## config.mk

```make
export PLATFORM = sky130hd
export DESIGN_NAME = bbf_ctrl
export DESIGN_NICKNAME = d
export VERILOG_FILES = /design/src/rtl/core/bbf_pkg.sv /design/src/rtl/core/bbf_ctrl.sv
export VERILOG_INCLUDE_DIRS = /design/src /design/src/rtl/core
export SDC_FILE = /design/constraint.sdc
export NUM_CORES = 1
export LEC_CHECK = 0
export BUFFER_PORTS_ARGS = -buffer_cell sky130_fd_sc_hd__buf_2
export CAP_MARGIN = 20
export CELL_PAD_IN_SITES_DETAIL_PLACEMENT = 1
export CELL_PAD_IN_SITES_GLOBAL_PLACEMENT = 1
export CORE_AREA = 10 10 47 49
export DETAILED_ROUTE_END_ITERATION = 8
export DIE_AREA = 0 0 57 59
export GPL_TIMING_DRIVEN = 0
export PLACE_DENSITY_LB_ADDON = 0.25
export SLEW_MARGIN = 5
export SYNTH_ARGS = -nofsm -noshare
export SYNTH_HDL_FRONTEND = slang
export SYNTH_SLANG_ARGS = --single-unit
```

## constraint.sdc

```tcl
create_clock -name clock -period 1.5 [get_ports clock]
set_input_delay 0.15 -clock clock [delete_from_list [all_inputs] [get_ports clock]]
set_output_delay 0.15 -clock clock [all_outputs]
set_load 0.01 [all_outputs]
```

## src/rtl/core/bounded_byte_fifo_with_eof_defines.svh

```systemverilog
// assertion macros shared by the byte fifo modules
`ifndef BOUNDED_BYTE_FIFO_WITH_EOF_DEFINES_SVH
`define BOUNDED_BYTE_FIFO_WITH_EOF_DEFINES_SVH

// same-cycle implication, checked outside reset
`define BBF_ASSERT_IMP(lbl, clk, rst, ante, cons) \
   lbl: assert property (@(posedge clk) disable iff (rst) (ante) |-> (cons)) \
      else $error("bbf check failed");

// next-cycle implication, checked outside reset
`define BBF_ASSERT_NXT(lbl, clk, rst, ante, cons) \
   lbl: assert property (@(posedge clk) disable iff (rst) (ante) |=> (cons)) \
      else $error("bbf check failed");

`endif

```

## src/rtl/core/bbf_pkg.sv

```systemverilog
// shared constants, command codes and control structs for the byte fifo
`default_nettype none

package bbf_pkg;

   localparam int DEPTH     = 1024;
   localparam int MAX_BURST = 64;
   localparam int CAP_RESET = 1024;

   localparam int PTR_W   = $clog2(DEPTH);
   localparam int CMD_W   = 3;
   localparam int BYTE_W  = 8;
   localparam int COUNT_W = 7;
   localparam int LEVEL_W = 11;
   localparam int TOTAL_W = 32;

   typedef enum logic [CMD_W-1:0] {
      CMD_WRITE = 3'd0,
      CMD_READ  = 3'd1,
      CMD_PEEK  = 3'd2,
      CMD_POP   = 3'd3,
      CMD_END   = 3'd4
   } bbf_op_type;

   // controller to datapath
   typedef struct packed {
      logic accept;
      logic exec;
      logic rd;
      logic emit_byte;
      logic emit_status;
   } bbf_cmd_type;

   // datapath to controller
   typedef struct packed {
      logic burst;
      logic slot_free;
      logic last_byte;
   } bbf_sts_type;

   typedef struct packed {
      logic [BYTE_W-1:0]  out_byte;
      logic               byte_valid;
      logic               write_accepted;
      logic               last;
      logic [LEVEL_W-1:0] fill_level;
      logic [LEVEL_W-1:0] space_left;
      logic               input_done;
      logic               at_eof;
      logic [TOTAL_W-1:0] total_written;
      logic [TOTAL_W-1:0] total_read;
   } bbf_rsp_type;

endpackage

`default_nettype wire

```

## src/rtl/core/bbf_ctrl.sv

```systemverilog
// sequencing state machine of the byte fifo
`default_nettype none
`include "bounded_byte_fifo_with_eof_defines.svh"

module bbf_ctrl import bbf_pkg::*; (
   input  wire logic        clock,
   input  wire logic        reset,
   input  wire logic        req_valid,
   output logic             req_ready,
   input  wire bbf_sts_type sts,
   output bbf_cmd_type      ctl
);

   typedef enum logic [4:0] {
      ST_IDLE = 5'b00001,
      ST_EXEC = 5'b00010,
      ST_READ = 5'b00100,
      ST_EMIT = 5'b01000,
      ST_STAT = 5'b10000
   } bbf_state_type;

   bbf_state_type state_ff;
   bbf_state_type state_in;

   always_comb begin
      state_in = state_ff;
      ctl      = '0;
      unique case (state_ff)
         ST_IDLE: begin
            ctl.accept = req_valid;
            if (req_valid) begin
               state_in = ST_EXEC;
            end
         end
         ST_EXEC: begin
            ctl.exec = 1'b1;
            state_in = sts.burst ? ST_READ : ST_STAT;
         end
         ST_READ: begin
            ctl.rd   = 1'b1;
            state_in = ST_EMIT;
         end
         ST_EMIT: begin
            if (sts.slot_free) begin
               ctl.emit_byte = 1'b1;
               state_in      = sts.last_byte ? ST_IDLE : ST_READ;
            end
         end
         ST_STAT: begin
            if (sts.slot_free) begin
               ctl.emit_status = 1'b1;
               state_in        = ST_IDLE;
            end
         end
         default: begin
            state_in = ST_IDLE;
         end
      endcase
   end

   assign req_ready = (state_ff == ST_IDLE);

   always_ff @(posedge clock) begin
      if (reset) begin
         state_ff <= ST_IDLE;
      end else begin
         state_ff <= state_in;
      end
   end

   `BBF_ASSERT_NXT(a_accept_exec, clock, reset, req_valid && req_ready, state_ff == ST_EXEC)

endmodule

`default_nettype wire

```

==> results by group <==
Detailed routing
  – Residual DRC count: 0
  – Antenna Nets Post-Route: 0
  – DRT Wirelength: 1240 um
  – DR WL/cell: between 15 and 20 um
  – Iteration-0 DRC Markers: 3
  – Vias/cell: 4.98
  – First-pass DRT Iterations: 3
  – Total number of vias: 408

Min path
  – Hold depth: 2
  – Hold Path Class: in -> reg

Final layout
  – Top reg by flops: state_ff
  – Synth-to-layout area growth: 66.7%
  – Fill cells: 173
  – Non-Filler Instances: 82
  – ANT cells: 0
  – Nets: 73
  – Largest registers: state_ff (5)
  – Multi-input logic area: 293 sq um
  – Layout cells sized above 1: 66.7%
  – Number of flip-flops in the largest register: 5
  – Register Area: 114 sq um

Global routing
  – Total GRT Usage: a little under 8%
  – Initial antenna violation count: 0
  – Vias in the first global route: 460
  – Grt ovf: 0
  – First-pass GRT wire length: 2150 um
  – Largest net degree at the start of global routing: 10

Clock network
  – Num CTS Buffers: 3
  – Clock Sinks: 5
  – Clock buffer depth: 2
  – Htree depth: 1
  – CTS clk-pin slew, worst paths: 0.05 ns
  – Worst-Skew Late Latency: 0.24 ns
  – Root Driver: clkbuf_4
  – CTS tree: built

Timing
  – RSZ-0062 raised after global routing: yes
  – Final Hold Fails: 0
  – Clock skew: 0.00406 ns
  – Fmax: 619 MHz
  – Fin crit period: 1.61 ns
  – Measured slew at the worst slew-check pin: between 0.3 and 0.4 ns
  – Min setup slack post-route: -0.115 ns
  – Fin crit share: 108%
  – Max Transition Viols Final: 0
  – Slew HR: 77.2%
  – Post-route setup TNS: -0.364 ns
  – Final setup fails: 6

Critical path
  – Worst setup EP type: primary output
  – Worst path max stage delay: 0.41 ns
  – Reg2reg path depth: 5
  – WP data required: 1.35 ns
  – Worst Setup Path Type: reg -> out
  – Critical-path cell list: buf_6 -> or3_4 -> nor3b_4 -> buf_2
  – CP arrival: 1.46 ns
  – CP Launch Type: register
  – Critical Path Fanout Max: 5
  – Critical-path top delay cell: or3_4

Synth
  – Top-area cell type share of the netlist area: 26.9%
  – Synthesized area per cell: ~9 sq um
  – Synth Instances: between 40 and 50
  – Register area share after synthesis: 26.9%
  – Post-synth top area cell: dfxtp_1
  – YS warnings: 0
  – Count of flip-flops with a built-in enable after synthesis: 0
  – Mapped Area: 372 sq um
  – Post-synth top flop: dfxtp_1
  – Synth cell types: 24
  – Ys async rst share: 0%
  – Synth area leaders: dfxtp_1, nor3b_1, nor3b_2
  – Most frequent cells after synthesis: dfxtp_1, nor2_1, nor3b_1
  – Post-synthesis register bit count: 5
  – Net Count, Synth: 48

Pwr
  – Gate power share: about a quarter
  – Lkg Pwr: about 0.00025 uW
  – Internal: 298 uW
  – VDD IR-drop max: 0.000340 V
  – Power consumption: 414 uW
  – Sw Share: 28.0%
  – Switch Pwr: approximately 120 uW
  – PwrDens: between 600 and 700 mW/mm^2
  – Clock power frac: 37.4%
  – Reg power frac: 36.8%

Placed design
  – I/O Buffers: 11
  – Dpl cells: just under 70
  – GPL Wtd Cong: 0.654

Die
  – IO Pins: 12
  – DIE WIDTH: 57 um
  – Die Ht: between 50 and 60 um
  – Rows: 14
  – Core Box Area: 0.00140 sq mm
  – Die Area: 0.00336 sq mm
  – Initial Util: 26.5%

Run
  – Max cap viols: 0

Outcome
  – Failing checks: negative setup slack
  – Status: finished, violations left
==> through the flow <==
stage | hold WS [ns] | cell area [sq um] | util (%) | worst slack (ns)
floorplan | 0.220 | 372 | - | 0.00839
global placement | 0.402 | 447 | 31.9 | 0.0183
detailed placement | 0.405 | 447 | 31.9 | 0.0373
CTS | 0.137 | 529 | 37.8 | -0.129
global route | 0.150 | 619 | 44.2 | -0.176
finish | 0.152 | 619 | 44.2 | -0.115
==> area by class of cell <==
| type | instances | share of cell area (%) |
|---|---|---|
| plain buffers | 1 | 1.82 |
| flip-flops and latches | 5 | 18.4 |
| inverters | 2 | 1.21 |
| repair buffers | 21 | 23.8 |
| well taps | 16 | 3.23 |
| clock buffers | 4 | 4.24 |
| multi-input cells | 33 | 47.3 |
==> metal layers <==
metal	up-vias	routed length [um]	track usage [%]
met2	6	696	13.3
met5	-	0	0
met4	0	14	6.04
li1	204	-	-
met1	196	486	7.85
met3	2	46	2.58
==> power by group through the flow <==
stage,logic [uW],clock network [uW],registers [uW]
after global routing,116,176,153
after detailed placement,81.8,0,153
after CTS,88.3,163,148
final,107,155,152
after global placement,80.2,0,153
after floorplan,55.4,0,150
==> cells by family after synthesis <==
family	share of synthesized area, %
buffers and inverters	6.40
and+or+nand+nor	53.5
DFF	26.9
AOI/OAI and AO/OA	10.8
xor gates and xnor gates	2.36
==> timing repair <==
item | CTS | global route
pin swaps | 4 | 7
endpoints found under the setup margin | 6 | 11
hold buffers | 0 | 0
buffers inserted | 5 | 5
resized for setup | 8 | 14
==> worst max-delay path: cells and delay by family, from the launching register on <==
kind / cells / cell delay, ns
buffers and inverters: 2 / 0.27
DFF: 1 / 0.31
and+or+nand+nor: 2 / 0.63
==> cell usage in the layout (no fill, tap or decap) <==
cell / instances
nor4b_1: 1
nor2_4: 1
a21oi_1: 2
a22oi_1: 1
buf_2: 10
nand2_1: 1
o221ai_1: 1
a2bb2oi_1: 1
buf_4: 7
nor3_1: 2
or4_4: 1
nor4b_2: 1
nor4_2: 1
o21ai_1: 1
nor2_2: 1
and2_4: 1
buf_6: 5
dfxtp_4: 3
nor3b_4: 4
clkbuf_4: 3
xnor2_1: 1
inv_1: 2
nor2_1: 4
clkbuf_1: 1
dfxtp_2: 2
nor3b_2: 1
nor3b_1: 2
nand3_1: 2
nand2_2: 1
or3_4: 2
==> worst paths after layout <==
path                       startpoint                        to  slack, ns
max reg2reg  state_ff[4]$_SDFFE_PP0P_  state_ff[2]$_SDFFE_PP0P_      -0.01
min reg2reg  state_ff[4]$_SDFFE_PP0P_  state_ff[4]$_SDFFE_PP0P_       0.60
max          state_ff[4]$_SDFFE_PP0P_                    ctl[2]      -0.11
min                             reset  state_ff[4]$_SDFFE_PP0P_       0.15
Power figures use the tool's default switching activity.
